## src/hw/rtl/assert_macros.svh

```systemverilog
// Assertion macros, used by the top-level RTL file to check its own behavior.
`ifndef ASSERT_MACROS_SVH
`define ASSERT_MACROS_SVH

// Consequent must hold in the same cycle as the antecedent.
`define MWS_ASSERT_SAME(label, ante, cons, msg) \
  label: assert property (@(posedge clk) disable iff (rst) (ante) |-> (cons)) \
    else $error(msg);

// Consequent must hold in the cycle after the antecedent.
`define MWS_ASSERT_NEXT(label, ante, cons, msg) \
  label: assert property (@(posedge clk) disable iff (rst) (ante) |=> (cons)) \
    else $error(msg);

`endif

```

## src/hw/rtl/mws_pkg.sv

```systemverilog
// Shared types, operation codes and constants of the Metropolis walker step block.
package mws_pkg;

  localparam int IN_W  = 72;
  localparam int OUT_W = 296;
  localparam int EXP_BITS = 20;

  localparam logic [1:0] OP_STEP  = 2'd0;
  localparam logic [1:0] OP_LOAD  = 2'd1;
  localparam logic [1:0] OP_CLEAR = 2'd2;
  localparam logic [1:0] OP_READ  = 2'd3;

  localparam logic [1:0] REG_ALPHA  = 2'd0;
  localparam logic [1:0] REG_STEP   = 2'd1;
  localparam logic [1:0] REG_ORIGIN = 2'd2;
  localparam logic [1:0] REG_BPU    = 2'd3;

  localparam logic [17:0] ALPHA_RST  = 18'd32768;
  localparam logic [15:0] STEP_RST   = 16'd4096;
  localparam logic [23:0] ORIGIN_RST = 24'hF60000;
  localparam logic [15:0] BPU_RST    = 16'd2560;

  typedef struct packed {
    logic clear;
    logic inc_step;
    logic inc_accept;
    logic energy_valid;
  } acc_ctl_t;

  typedef struct packed {
    logic [63:0] energy_sum;
    logic [62:0] energy_sq_sum;
    logic [31:0] accept_count;
    logic [31:0] step_count;
  } acc_stat_t;

  // exp(-2^(i-16)) in unsigned Q0.32.
  function automatic logic [31:0] exp_entry(input logic [4:0] i);
    logic [31:0] v;
    case (i)
      5'd0:    v = 32'd4294901760;
      5'd1:    v = 32'd4294836226;
      5'd2:    v = 32'd4294705160;
      5'd3:    v = 32'd4294443040;
      5'd4:    v = 32'd4293918848;
      5'd5:    v = 32'd4292870656;
      5'd6:    v = 32'd4290775039;
      5'd7:    v = 32'd4286586875;
      5'd8:    v = 32'd4278222805;
      5'd9:    v = 32'd4261543595;
      5'd10:   v = 32'd4228380000;
      5'd11:   v = 32'd4162825044;
      5'd12:   v = 32'd4034748382;
      5'd13:   v = 32'd3790295336;
      5'd14:   v = 32'd3344923893;
      5'd15:   v = 32'd2605029347;
      5'd16:   v = 32'd1580030169;
      5'd17:   v = 32'd581260616;
      5'd18:   v = 32'd78665068;
      5'd19:   v = 32'd1440801;
      default: v = 32'd0;
    endcase
    return v;
  endfunction

endpackage

```

## src/hw/rtl/mws_accum.sv

```systemverilog
// Saturating energy sums and move counters.
module mws_accum (
  input  logic                clk,
  input  logic                rst,
  input  mws_pkg::acc_ctl_t   ctl,
  input  logic signed [31:0]  energy,
  output mws_pkg::acc_stat_t  stat
);

  logic signed [63:0] esum;
  logic [62:0]        sqsum;
  logic [31:0]        acnt;
  logic [31:0]        scnt;
  logic [63:0]        sq;
  logic               sq_v;
  logic signed [64:0] esum_ext;
  logic [31:0]        mag;
  logic [63:0]        sq_c;
  logic [63:0]        sqsum_ext;

  assign esum_ext  = {esum[63], esum} + {{33{energy[31]}}, energy};
  assign mag       = energy[31] ? (~energy + 32'd1) : energy;
  assign sq_c      = mag * mag;
  assign sqsum_ext = {1'b0, sqsum} + sq;

  always_ff @(posedge clk) begin
    if (rst) begin
      esum  <= '0;
      sqsum <= '0;
      acnt  <= '0;
      scnt  <= '0;
      sq_v  <= 1'b0;
    end else begin
      sq_v <= !ctl.clear && ctl.energy_valid;
      if (ctl.clear) begin
        esum  <= '0;
        sqsum <= '0;
        acnt  <= '0;
        scnt  <= '0;
      end else begin
        if (ctl.inc_step && !(&scnt)) begin
          scnt <= scnt + 32'd1;
        end
        if (ctl.inc_accept && !(&acnt)) begin
          acnt <= acnt + 32'd1;
        end
        if (ctl.energy_valid) begin
          if (esum_ext[64] != esum_ext[63]) begin
            esum <= esum_ext[64] ? {1'b1, 63'd0} : {1'b0, {63{1'b1}}};
          end else begin
            esum <= esum_ext[63:0];
          end
          sq <= sq_c;
        end
        if (sq_v) begin
          sqsum <= sqsum_ext[63] ? {63{1'b1}} : sqsum_ext[62:0];
        end
      end
    end
  end

  assign stat.energy_sum    = esum;
  assign stat.energy_sq_sum = sqsum;
  assign stat.accept_count  = acnt;
  assign stat.step_count    = scnt;

endmodule

```

## config.mk

```make
export PLATFORM = sky130hd
export DESIGN_NAME = mws_accum
export DESIGN_NICKNAME = d
export VERILOG_FILES = /design/src/hw/rtl/assert_macros.svh /design/src/hw/rtl/mws_pkg.sv /design/src/hw/rtl/mws_accum.sv
export SDC_FILE = /design/constraint.sdc
export NUM_CORES = 2
export LEC_CHECK = 0
export BUFFER_PORTS_ARGS = -buffer_cell sky130_fd_sc_hd__buf_2
export CELL_PAD_IN_SITES_DETAIL_PLACEMENT = 1
export CELL_PAD_IN_SITES_GLOBAL_PLACEMENT = 1
export CORE_MARGIN = 5
export CORE_UTILIZATION = 40
export CTS_CLUSTER_DIAMETER = 200
export CTS_CLUSTER_SIZE = 25
export DETAILED_ROUTE_END_ITERATION = 16
export PLACE_DENSITY_LB_ADDON = 0.08
export SETUP_SLACK_MARGIN = 0.4
export SLEW_MARGIN = 25
export SYNTH_ARGS = -nofsm -noshare
export SYNTH_HDL_FRONTEND = slang
export SYNTH_SLANG_ARGS = --single-unit
export TNS_END_PERCENT = 50
```

## constraint.sdc

```tcl
create_clock -name clk -period 11.7 [get_ports clk]
set_clock_uncertainty 0.1 [all_clocks]
set_input_delay 2.34 -clock clk [delete_from_list [all_inputs] [get_ports clk]]
set_output_delay 2.34 -clock clk [all_outputs]
set_load 0.01 [all_outputs]
```

Yosys cells after proc, flatten, opt, wreduce, memory -nomap -nowiden
Index checks and enable logic that the tools add are counted.
- equal/unequal tests: 1
- $mul: 1
- mux-type cells: 4
- $add $sub $neg: 5
- bitwise logic cells: 3
- reduce and logical (&&, ||, !) cells: 10
- operators with widths (operator ; count):
    64-bit two-way mux ; 2
    32-bit by 1-bit adder with 32-bit output (second input constant) ; 3
    64-bit by 32-bit adder with 65-bit output ; 1
    63-bit by 64-bit adder with 64-bit output ; 1
    32-bit by 32-bit multiplier with 64-bit output ; 1
    32-bit AND reduction ; 2
    63-bit two-way mux ; 1
    32-bit two-way mux ; 1
    32-bit inverter ; 1
    1-bit logical AND ; 3
    1-bit logical NOT ; 3
    3-bit AND reduction ; 1
    1-bit inverter ; 2
    2-bit OR reduction ; 1
    1-bit inequality test ; 1
- logic and storage cells: 30
- output and inout port bits: 191
- register bits: 256
- input bits: 38

Depth between registers and ports, before layout
- depth in word-level cells: 4
- depth in mapped cells: 43
- mapped depth without buffers: 38

Least setup slack after synthesis
Ideal clock, no wire load.
- path kind: input to register
- start point: input port energy[0]
- end point: register sq[58] (data pin)
- data required time: 11.335 ns
- slack: -0.855 ns
- stages on the path: 39
- arrival: 12.190 ns
- library setup time: 0.265 ns
- buffers on the path: 6
- cell sequence: clkbuf_1 inv_1 clkbuf_1 clkbuf_1 ha_1 nand2_1 or4_1 clkbuf_1 o31a_1 xor2_1 inv_1 clkbuf_1 buf_1 nor2_1 fa_1 inv_1 fa_1 inv_1 (+3 left out) inv_1 fa_1 fa_1 fa_1 fa_1 ha_1 a21o_1 a21o_1 a221o_1 a221o_1 or2_2 o21ai_1 a21oi_1 a31oi_1 o21ai_1 a211oi_1 o21ai_0 xor2_1
- longest elaborated chain between the ends: 4
- RTL lines (item ; RTL line ; text):
    start, declared ; mws_accum.sv:6 ; input logic signed [31:0] energy,
    32-bit inverter ; mws_accum.sv:22 ; assign mag = energy[31] ? (~energy + 32'd1) : energy;
    32-bit by 1-bit adder with 32-bit output ; mws_accum.sv:22 ;
    32-bit two-way mux (*) ; mws_accum.sv:22 ;
    32-bit by 32-bit multiplier with 64-bit output (*) ; mws_accum.sv:23 ; assign sq_c = mag * mag;
    named net sq_c[58] ; mws_accum.sv:18 ; logic [63:0] sq_c;
    end signal, assigned ; mws_accum.sv:53 ; sq <= sq_c;
    end, declared ; mws_accum.sv:14 ; logic [63:0] sq;
The timed path passes the listed nets; every way through them passes the cells marked *.
A chain may end at the register's enable or synchronous reset.

Worst setup path in the final report
- start point: input port energy[15]
- end point: register sq[62] (data pin)
The elaborated chain is that of the path after synthesis.

==> results_dict.tcl <==
set metrics [dict create \
    layout_commonest_cell "inv_1" \
    drc_errors 0 \
    timing.final.crit_share_pct 99.58 \
    mostFrequentLayoutCells "981 x inv_1, 769 x fa_1, 540 x buf_4, 417 x nor2_1, 390 x ha_1" \
    place_worst_setup_slack_ns -0.7939 \
    grt_pass1_wl_um 246700 \
    hold_viol 0 \
    cts_root_buf "clkbuf_16" \
    synth_top_cell_by_area "fa_1" \
    drtPass1Iterations 5 \
    synth_enable_flop_cells 63 \
    hold_buffers 0 \
    layout_min_cycle_time_ns 11.65 \
    critPathArrivalTime_ns 11.83 \
    core_area_um2 112000 \
    clockBufferDepth 3 \
    clock_sinks 255 \
    worstSkewPairLatency_ns 0.55 \
    max_stage_delay_ns 0.57 \
    ys_ff_latch 255 \
    cts_htree_levels 1 \
    wirelength_met1_um 69900 \
    avgSynthCellArea_um2 8.828 \
    rows 123 \
    fin_ws_ns 0.04908 \
    max_slew_margin_pct 34.70 \
    yosysWarnings 0 \
    clock.fmax_mhz 85.83 \
    cts_tree "built" \
    setup.worst_path.start_class "primary input" \
    synthArstFlopShare_pct 0 \
    drive_gt1_share_pct 19.42 \
    port_buffers 228 \
    num-nets-final 7019 \
    num_io_pins 229 \
    routed-wl-met3_um 6735 \
    synthTopCellsByArea "fa_1 35%, ha_1 11%, dfxtp_1 8.5%" \
    grt_pass1_vias 41770 \
    hold_depth 2 \
    via_count 37610 \
    tightest_slew_ns 0.9712 \
    synthesis.area_um2 44990 \
    synthCells 5096 \
    rsz0062_at_grt "true" \
    yosysUniqueCellTypes 81 \
    cts_buffers 14 \
    path_max_fanout 3 \
    die_area_um2 119300 \
    ys_seq_area_share_pct 12.75 \
    synth_top_cell_area_share_pct 35.42 \
    max_cap_viol_count 0 \
    grt_util_all_layers_pct 26.39 \
    synth_ff_type "dfxtp_1" \
    gp_congestion 0.9475 \
    dp_hpwl_um 133900 \
    worst_ep_required_time_ns 11.88 \
    drtIter0Drc 1904 \
    critPathMostFrequentCell "fa_1" \
    die_h_um 345.4 \
    wl_um 158700 \
    vias_per_cell 5.167 \
    initial_utilization_pct 40.15 \
    finalSetupViolations 0 \
    hold_path_class "reg -> reg" \
    outcome "finished, final reports clean" \
    maxUsedRoutingLayer "met5" \
    fp.dieW_um 345.4 \
    worst_r2r_path_depth 16 \
    grt.overflow.total 0 \
    areaGrowthSynthToFinish_pct 20.13 \
    antenna_found_initial 2 \
    cp-end-kind "flip-flop" \
    grt_max_degree 76 \
    setup-tns-final_ns 0 \
    critPathSlowestCell "or4_4" \
    drv_slew 0 \
    clk_pin_slew_ns 0.10 \
    antenna_left 0 \
    critPathKind "in -> reg" \
    met2WireLength_um 75970 \
    wl_per_cell_um 21.80 \
]
[critical path: cells and delay by family]
kind,cells,cell delay (ns)
AOI/OAI and AO/OA,10,2.21
xor gates and xnor gates,2,0.36
and+or+nand+nor,7,2.25
adders and majority gates,9,4.25
buffers and inverters,5,0.38
[area by class of cell]
cell class                 count  area [um2]
tap                         1500        1877
inverter                    1026        3869
clock inverter                 2       46.29
sequential                   255        5737
fill                       13250       57990
multi-input combinational   3645       35940
timing repair buffer         831        6185
antenna                        1       2.502
clock buffer                  19       390.4
[synth_stat cells (10+ instances only)]
master	instances
and3_1	30
a21o_1	150
o21ai_0	250
buf_1	13
clkbuf_1	174
o31ai_1	13
inv_1	1016
dfxtp_1	192
xor2_1	138
a221oi_1	12
a211oi_1	27
o31a_1	11
edfxtp_1	63
nor2_1	452
o21a_1	26
or3_1	17
and2_1	18
nand2_1	396
nand2b_1	18
nand3_1	57
ha_1	412
xnor2_1	159
a21oi_1	321
o21bai_1	38
nand4_1	66
fa_1	796
nor2b_1	20
a31oi_1	27
nor4_1	10
nor3_1	35
[per-layer routing]
| layer | vias up | global-route usage [%] |
|---|---|---|
| li1 | 17470 | - |
| met1 | 19150 | 35.18 |
| met2 | 773 | 44.84 |
| met3 | 215 | 3.230 |
| met4 | 2 | 8.572 |
| met5 | - | 0 |
[final timing paths]
path	to	slack, ns	from
worst max-delay path	sq[62]	0.05	energy[15]
worst min-delay path	scnt[4]	0.43	scnt[4]
worst max register to register	esum[62]	5.94	esum[0]
worst min register to register	scnt[4]	0.43	scnt[4]
[metrics by stage]
| step | utilization, % | std cells | cell area, um2 | hold slack [ns] |
|---|---|---|---|---|
| 2_1_floorplan | - | 5120 | 45280 | 0.4105 |
| 3_3_place_gp | 46.49 | 7204 | 52080 | 0.3878 |
| 3_5_place_dp | 46.49 | 7204 | 52080 | 0.4145 |
| 4_1_cts | 47.57 | 7254 | 53290 | 0.4320 |
| 5_1_grt | 48.24 | 7278 | 54040 | 0.4596 |
| 6_report | 48.24 | 7279 | 54040 | 0.4275 |
[flip-flops by register name, summed over array words and instances (netlist names)]
register / flops
esum: 64
sq: 63
sqsum: 63
acnt: 32
scnt: 32
sq_v: 1
[kinds of logic after synthesis]
group           share of synthesized area [%]
compound gates                          12.88
xor+xnor                                5.818
fa+ha+maj                               46.88
buf+inv                                 10.22
flops                                   12.75
mux                                   0.04728
other cells                           0.01669
simple gates                            11.39
[repair_timing]
| action | 4_1_cts | 5_1_grt |
|---|---|---|
| pin swaps | 86 | 113 |
| resized for setup | 132 | 142 |
| endpoints found under the setup margin | 28 | 30 |
| buffers inserted | 29 | 24 |
Power is not shown: default switching activity piles up to over one toggle a cycle in this logic, so the estimate is an artifact.
