`src/hw/rtl/assert_macros.svh`:
```
// Assertion macros, used by the top-level RTL file to check its own behavior.
`ifndef ASSERT_MACROS_SVH
`define ASSERT_MACROS_SVH

// Consequent must hold in the same cycle as the antecedent.
`define MWS_ASSERT_SAME(label, ante, cons, msg) \
  label: assert property (@(posedge clk) disable iff (rst) (ante) |-> (cons)) \
    else $error(msg);

// Consequent must hold in the cycle after the antecedent.
`define MWS_ASSERT_NEXT(label, ante, cons, msg) \
  label: assert property (@(posedge clk) disable iff (rst) (ante) |=> (cons)) \
    else $error(msg);

`endif

```
`src/hw/rtl/mws_pkg.sv`:
```
// Shared types, operation codes and constants of the Metropolis walker step block.
package mws_pkg;

  localparam int IN_W  = 72;
  localparam int OUT_W = 296;
  localparam int EXP_BITS = 20;

  localparam logic [1:0] OP_STEP  = 2'd0;
  localparam logic [1:0] OP_LOAD  = 2'd1;
  localparam logic [1:0] OP_CLEAR = 2'd2;
  localparam logic [1:0] OP_READ  = 2'd3;

  localparam logic [1:0] REG_ALPHA  = 2'd0;
  localparam logic [1:0] REG_STEP   = 2'd1;
  localparam logic [1:0] REG_ORIGIN = 2'd2;
  localparam logic [1:0] REG_BPU    = 2'd3;

  localparam logic [17:0] ALPHA_RST  = 18'd32768;
  localparam logic [15:0] STEP_RST   = 16'd4096;
  localparam logic [23:0] ORIGIN_RST = 24'hF60000;
  localparam logic [15:0] BPU_RST    = 16'd2560;

  typedef struct packed {
    logic clear;
    logic inc_step;
    logic inc_accept;
    logic energy_valid;
  } acc_ctl_t;

  typedef struct packed {
    logic [63:0] energy_sum;
    logic [62:0] energy_sq_sum;
    logic [31:0] accept_count;
    logic [31:0] step_count;
  } acc_stat_t;

  // exp(-2^(i-16)) in unsigned Q0.32.
  function automatic logic [31:0] exp_entry(input logic [4:0] i);
    logic [31:0] v;
    case (i)
      5'd0:    v = 32'd4294901760;
      5'd1:    v = 32'd4294836226;
      5'd2:    v = 32'd4294705160;
      5'd3:    v = 32'd4294443040;
      5'd4:    v = 32'd4293918848;
      5'd5:    v = 32'd4292870656;
      5'd6:    v = 32'd4290775039;
      5'd7:    v = 32'd4286586875;
      5'd8:    v = 32'd4278222805;
      5'd9:    v = 32'd4261543595;
      5'd10:   v = 32'd4228380000;
      5'd11:   v = 32'd4162825044;
      5'd12:   v = 32'd4034748382;
      5'd13:   v = 32'd3790295336;
      5'd14:   v = 32'd3344923893;
      5'd15:   v = 32'd2605029347;
      5'd16:   v = 32'd1580030169;
      5'd17:   v = 32'd581260616;
      5'd18:   v = 32'd78665068;
      5'd19:   v = 32'd1440801;
      default: v = 32'd0;
    endcase
    return v;
  endfunction

endpackage

```
`src/hw/rtl/mws_exp_unit.sv`:
```
// Iterative acceptance-ratio unit: one table factor per set exponent bit.
module mws_exp_unit (
  input  logic        clk,
  input  logic        rst,
  input  logic        start,
  input  logic [19:0] e_bits,
  input  logic [15:0] uniform,
  output logic        busy,
  output logic        done,
  output logic        accept
);

  logic        run;
  logic        fin;
  logic [4:0]  idx;
  logic [19:0] bits;
  logic [15:0] u;
  logic [31:0] r;
  logic        r_full;
  logic [31:0] tab;
  logic [63:0] prod;
  logic [63:0] prod_rnd;
  logic [31:0] r_next;
  logic [32:0] r_rnd;

  assign tab      = mws_pkg::exp_entry(idx);
  assign prod     = r * tab;
  assign prod_rnd = prod + 64'h0000_0000_8000_0000;
  // The first factor taken replaces the implicit 1.0 exactly.
  assign r_next   = r_full ? tab : prod_rnd[63:32];

  always_ff @(posedge clk) begin
    if (rst) begin
      run <= 1'b0;
      fin <= 1'b0;
    end else begin
      fin <= !start && run && (idx == 5'(mws_pkg::EXP_BITS - 1));
      if (start) begin
        run    <= 1'b1;
        idx    <= 5'd0;
        r_full <= 1'b1;
        bits   <= e_bits;
        u      <= uniform;
      end else if (run) begin
        if (bits[idx]) begin
          r      <= r_next;
          r_full <= 1'b0;
        end
        if (idx == 5'(mws_pkg::EXP_BITS - 1)) begin
          run <= 1'b0;
        end
        idx <= idx + 5'd1;
      end
    end
  end

  assign r_rnd  = {1'b0, r} + 33'd32768;
  assign busy   = run;
  assign done   = fin;
  assign accept = r_rnd[32:16] > {1'b0, u};

endmodule

```
`config.mk`:
```
export PLATFORM = sky130hd
export DESIGN_NAME = mws_exp_unit
export DESIGN_NICKNAME = d
export VERILOG_FILES = /design/src/hw/rtl/assert_macros.svh /design/src/hw/rtl/mws_pkg.sv /design/src/hw/rtl/mws_exp_unit.sv
export SDC_FILE = /design/constraint.sdc
export NUM_CORES = 2
export LEC_CHECK = 0
export CORE_UTILIZATION = 45
export DETAILED_ROUTE_END_ITERATION = 8
export DONT_BUFFER_PORTS = 1
export GPL_TIMING_DRIVEN = 0
export SYNTH_ARGS = -nofsm -noshare
export SYNTH_HDL_FRONTEND = slang
export SYNTH_SLANG_ARGS = --single-unit
```
`constraint.sdc`:
```
create_clock -name clk -period 8.6 [get_ports clk]
set_input_delay 1.72 -clock clk [delete_from_list [all_inputs] [get_ports clk]]
set_output_delay 1.72 -clock clk [all_outputs]
set_load 0.01 [all_outputs]
```
### After elaboration in Yosys (flattened, before gate mapping)

Memory sizes are Yosys's and may differ from the RTL's. A register that Yosys moved wholly into a read port is not among the register bits.
Index checks and enable logic that the tools add are counted.
W data, S select, Z words.

| storage, ports and cells | value |
|---|---|
| bits in registers | 76 |
| input port bits | 39 |
| memory bits (read-only) | 1024 |
| memories kept | 1 |
| output and inout port bits | 3 |
| logic and storage cells | 37 |

Memory list:

| memory | depth | bits a word | read ports | clocked after Yosys merged registers in | write ports | RTL line | RTL |
|---|---|---|---|---|---|---|---|
| (no name shown) | 32 | 32 | 1 | 1 | 0 | mws_pkg.sv:40 | `case (i)` |

| operators by class | value |
|---|---|
| reduce and logical (&&, ||, !) cells | 9 |
| magnitude comparators | 2 |
| bitwise operators | 2 |
| $mul | 1 |
| $add $sub $neg | 3 |
| equality and inequality tests | 1 |
| multiplexer cells | 11 |

Operators with widths:

| cell | number |
|---|---|
| $add A64 B32 Y64 const B | 1 |
| $mul A32 B32 Y64 | 1 |
| $add A32 B16 Y33 const B | 1 |
| $mux W32 | 1 |
| $gt A17 B16 Y1 | 1 |
| $mux W5 | 3 |
| $lt A5 B6 Y1 const B | 1 |
| $mux W1 | 6 |
| $add A5 B1 Y5 const B | 1 |
| $bmux W1 S5 | 1 |
| $eq A5 B5 Y1 const B | 1 |
| $reduce_and A2 Y1 | 2 |
| $reduce_and A4 Y1 | 1 |
| $reduce_bool A2 Y1 | 2 |
| $reduce_and A3 Y1 | 1 |
| $logic_and A1 B1 Y1 | 2 |
| $not A1 Y1 | 2 |
| $logic_not A1 Y1 | 1 |

### Logic depth before layout (Yosys ltp)

| depth | value |
|---|---|
| depth after elaboration | 4 |
| depth in mapped cells | 28 |
| mapped depth without buffers | 25 |

### Worst setup path after synthesis

OpenSTA, ideal clock, no wires.

| path | value |
|---|---|
| kind | reg-to-reg |
| from | register r[28] |
| to | register r[28] (data pin) |
| setup slack | 1.342 ns |
| buffers on the path | 3 |
| library setup time | 0.268 ns |
| stages on the path, launching flop included | 26 |
| clock period less this slack | 7.258 ns |
| arrival time | 6.990 ns |
| data required time | 8.332 ns |
| cells stage by stage | edfxtp_1 -> clkbuf_1 -> clkbuf_1 -> nand2_1 -> fa_1 -> fa_1 -> fa_1 -> fa_1 -> inv_1 -> fa_1 -> fa_1 -> fa_1 -> inv_1 -> fa_1 -> inv_1 -> ha_1 -> buf_2 -> nand4_1 -> or4_1 -> or2_1 -> o221ai_1 -> nand2_1 -> o221ai_1 -> o211ai_1 -> a21oi_1 -> a211oi_1 |

| between the ends | value |
|---|---|
| word-level cells in the longest chain between the ends | 3 |

Ends and longest elaborated chain:

| what | RTL line | RTL |
|---|---|---|
| from (decl) | mws_exp_unit.sv:18 | `logic [31:0] r;` |
| from (signal assigned) | mws_exp_unit.sv:46 | `r <= r_next;` |
| $mul A32 B32 Y64 | mws_exp_unit.sv:27 | `assign prod = r * tab;` |
| $add A64 B32 Y64 | mws_exp_unit.sv:28 | `assign prod_rnd = prod + 64'h0000_0000_8000_0000;` |
| $mux W32 | mws_exp_unit.sv:30 | `assign r_next = r_full ? tab : prod_rnd[63:32];` |
| named net r_next[28] | mws_exp_unit.sv:23 | `logic [31:0] r_next;` |

The timed path passes the listed nets, and every way through them passes these cells.
A chain may end at the register's enable or synchronous reset.

### Worst setup path after layout

| path | value |
|---|---|
| from | register, netlist name tab[25] |
| to | register r[28] (data pin) |

| between the ends | value |
|---|---|
| word-level cells in the longest chain between the ends | 3 |

Ends and longest elaborated chain:

| what | RTL line |
|---|---|
| $mul A32 B32 Y64 | mws_exp_unit.sv:27 |
| $add A64 B32 Y64 | mws_exp_unit.sv:28 |
| $mux W32 | mws_exp_unit.sv:30 |
| named net r_next[28] | mws_exp_unit.sv:23 |

The timed path passes the listed nets, and every way through them passes these cells.

==> metrics.md <==
| Metric | Value |
|---|---|
| Commonest cells after routing, fill and taps aside | `sky130_fd_sc_hd__inv_1 (898), sky130_fd_sc_hd__fa_1 (896), sky130_fd_sc_hd__and2_1 (645)` |
| Number of unique standard cell types used by synthesis | `77` |
| Yosys warnings | `0` |
| NumNets Final | `roughly 5500` |
| Compound-gate portion of the synthesized area | `5.10%` |
| First-iteration detailed-routing DRC count | `2838` |
| Std-Cell Rows | `107` |
| Synthesized instance count | `~4200` |
| Fmax | `117 MHz` |
| Layout cell share with drive strength beyond 1 | `5.84%` |
| Final setup violation count | `0` |
| Hold violation count in the final report | `0` |
| RSZ-0062 raised after global routing | `false` |
| Post-detailed-route wirelength per cell | `approximately 27 um` |
| Total number of vias | `between 20000 and 30000` |
| # Max-Cap Violations | `0` |
| Top flip-flop cell by instance count after synthesis | `sky130_fd_sc_hd__edfxtp_1` |
| Kind of end point of the critical path | `flop` |
| Final Skew | `0.0145 ns` |
| Final count of pins violating max slew | `0` |
| Register bit total from synthesis | `108` |
| Peak fanout along the critical path | `10` |
| GR Util All Layers | `34.2%` |
| Req. time, crit path | `8.70 ns` |
| Routability cong. | `1.03` |
| Antenna-violating nets left | `0` |
| HPWL after DPL | `118000 um` |
| Portion of netlist area occupied by mux cells | `0.427%` |
| DIE HEIGHT | `slightly below 300 um` |
| IO Pins | `42` |
| Layout Utilization | `48.2%` |
| Register area share after synthesis | `7.51%` |
| Worst relative slew slack | `roughly an eighth` |
| Async set or reset register ratio after synthesis | `0%` |
| Worst setup path class | `reg2reg` |
| Critical path launch point | `tab[25]` |
| DRT Pass-1 Iters | `5` |
| Combinational family with the most area after synthesis | `adder cells` |
| Transition at the pin with the smallest max-transition slack | `1.33 ns` |
| Classification of the worst-slack hold path | `reg2reg` |
| Average vias per placed instance | `5.58` |
| Avg Synthesized Cell Area | `9.26 um^2` |
| Vias in the first global route | `31000` |
| Core region area | `~85000 um^2` |
| Number of fill cells in the layout | `8339` |
| Die Wd | `295 um` |
| Post-synth net total | `5430` |
| Worst min-delay path startpoint | `busy` |
| Adder-cell area share of the yosys netlist | `between 50% and 60%` |
| Commonest non-fill, non-tap cell in the layout | `sky130_fd_sc_hd__inv_1` |
| Wire length of the first global-routing pass | `212000 um` |
| Clock-pin slew on the worst setup and hold paths | `0.08 ns` |
| Latest clock arrival within the worst-skew pair | `0.37 ns` |
| Endpoint arrival time on the critical path | `8.66 ns` |
| Remaining Overflow, GRT | `0` |
| Critical Path Source Type | `flop` |
| Xor/xnor cell area share of the yosys netlist | `0.952%` |
| Starting utilization of the core area | `45.4%` |
| Number of buffers inserted during clock tree synthesis | `9` |
| Number of antenna violations at the first check in global routing | `17` |
| Buffers on Ports | `0` |
| Status | `completed` |
| Maximum number of pins on one net before global-route repair | `38` |
| Post-synthesis instance area | `38700 um^2` |
| Number of remaining DRC errors | `0` |
| Depth of the worst register-to-register path | `21` |
| H-tree levels | `3` |
| Number of clock sinks seen by CTS | `108` |
| Clock tree from TritonCTS | `built` |
| Die area | `87100 um^2` |
| Number of instances on the worst hold path | `3` |
| Number of enable-type register cells in the synthesized netlist | `74` |
| Area delta synth->final | `6.07%` |
| Synth Area in Simple Gates | `a little under a fifth` |
| R2R Path Start | `tab[25]` |
| Root Buffer Master | `sky130_fd_sc_hd__clkbuf_16` |
| Ratio of final minimum period to clock period | `99.4%` |
| Number of buffers on the longest clock path | `2` |
| Final wirelength | `144000 um` |
| Final critical path time including I/O delays and setup | `8.55 ns` |
-- stage by stage --
step / instances / instance area (um^2) / worst slack, ns / hold slack [ns] / TNS [ns]
finish: 5365 / 41000 / 0.0492 / 0.716 / 0
global placement: 5319 / 40100 / -1.09 / 0.694 / -20.28
global route: 5356 / 41000 / 0.00578 / 0.786 / 0
floorplan: 4175 / 38700 / 1.34 / 0.568 / 0
CTS: 5352 / 40800 / 0.00148 / 0.720 / 0
detailed placement: 5320 / 40100 / -1.16 / 0.707 / -21.11
-- path summary, 6_finish.rpt --
check        endpoint  slack [ns]
min reg2reg      busy        0.72
min              busy        0.72
max             r[28]        0.05
max reg2reg     r[28]        0.05
-- synthesized netlist by cell type, types with 9 or more instances --
cell type | number | area [um^2]
sky130_fd_sc_hd__a21o_1 | 31 | 233
sky130_fd_sc_hd__nand2b_1 | 10 | 62.6
sky130_fd_sc_hd__nand3_1 | 21 | 105
sky130_fd_sc_hd__nor3_1 | 17 | 85.1
sky130_fd_sc_hd__ha_1 | 320 | 4000
sky130_fd_sc_hd__nor2_1 | 70 | 263
sky130_fd_sc_hd__xnor2_1 | 28 | 245
sky130_fd_sc_hd__nor2b_1 | 9 | 56.3
sky130_fd_sc_hd__dfxtp_1 | 34 | 681
sky130_fd_sc_hd__inv_1 | 898 | 3370
sky130_fd_sc_hd__xor2_1 | 14 | 123
sky130_fd_sc_hd__o21ai_0 | 64 | 320
sky130_fd_sc_hd__and2_1 | 645 | 4040
sky130_fd_sc_hd__clkbuf_1 | 227 | 852
sky130_fd_sc_hd__buf_2 | 14 | 70.1
sky130_fd_sc_hd__o22ai_1 | 11 | 68.8
sky130_fd_sc_hd__edfxtp_1 | 74 | 2220
sky130_fd_sc_hd__o21bai_1 | 12 | 90.1
sky130_fd_sc_hd__and3_1 | 17 | 106
sky130_fd_sc_hd__o21a_1 | 11 | 82.6
sky130_fd_sc_hd__fa_1 | 896 | 17900
sky130_fd_sc_hd__o21ai_1 | 16 | 80.1
sky130_fd_sc_hd__a21oi_1 | 93 | 465
sky130_fd_sc_hd__a211oi_1 | 9 | 67.6
sky130_fd_sc_hd__nand2_1 | 499 | 1870
sky130_fd_sc_hd__nand4_1 | 27 | 169
-- sequential cells by signal (all words and copies together), names as in the netlist --
signal and cells:
r_full 1, busy 1, u 16, done 1, tab 32, r 32, idx 5, bits 20
-- cell families after synthesis --
logic type | count (synthesis)
AOI/OAI and AO/OA | 312
xor gates and xnor gates | 42
adders and majority gates | 1216
buffers and inverters | 1142
DFF | 108
muxes | 9
and+or+nand+nor | 1346
-- layout make-up --
cell class / count / area (um^2) / area share, %
multi-input combinational: 2925 / 31500 / 76.9
clock inverter: 7 / 66.3 / 0.162
buffer: 229 / 1100 / 2.68
clock buffer: 9 / 225 / 0.549
tap: 1144 / 1430 / 3.49
sequential: 108 / 2920 / 7.11
antenna: 10 / 25.0 / 0.0610
inverter: 900 / 3380 / 8.24
timing repair buffer: 33 / 343 / 0.836
-- worst max-delay path, cell delays in order, from the launching register on --
cell,delay (ns)
sky130_fd_sc_hd__dfxtp_1,0.57
sky130_fd_sc_hd__clkbuf_1,1.02
sky130_fd_sc_hd__nand2_1,0.15
sky130_fd_sc_hd__fa_1,0.55
sky130_fd_sc_hd__inv_1,0.05
sky130_fd_sc_hd__fa_1,0.48
sky130_fd_sc_hd__fa_1,0.59
sky130_fd_sc_hd__fa_1,0.44
sky130_fd_sc_hd__fa_1,0.50
sky130_fd_sc_hd__fa_1,0.55
sky130_fd_sc_hd__fa_1,0.44
sky130_fd_sc_hd__ha_1,0.34
sky130_fd_sc_hd__ha_1,0.28
sky130_fd_sc_hd__buf_2,0.21
sky130_fd_sc_hd__nand4_1,0.16
sky130_fd_sc_hd__or4_1,0.56
sky130_fd_sc_hd__or2_1,0.27
sky130_fd_sc_hd__nand2b_1,0.16
sky130_fd_sc_hd__o221ai_1,0.43
sky130_fd_sc_hd__o211ai_1,0.25
sky130_fd_sc_hd__a21oi_1,0.19
sky130_fd_sc_hd__a211oi_1,0.06
-- metal layers --
layer  GRT usage (%)  vias to the layer above  share of wire, %
met4            16.3                        2               6.1
met5               0                        -             0.010
li1                -                    12500                 -
met2            51.4                     1643                43
met3            7.96                      316                11
met1            46.8                    15400                40
-- repair_timing --
| item | 4_1_cts | 5_1_grt |
|---|---|---|
| hold buffers | 0 | 0 |
| setup endpoints to repair | 32 | 17 |
| pin swaps | 0 | 2 |
| resized for setup | 131 | 101 |
| setup buffers | 22 | 10 |
Power is not shown: default switching activity piles up to over one toggle a cycle in this logic, so the estimate is an artifact.
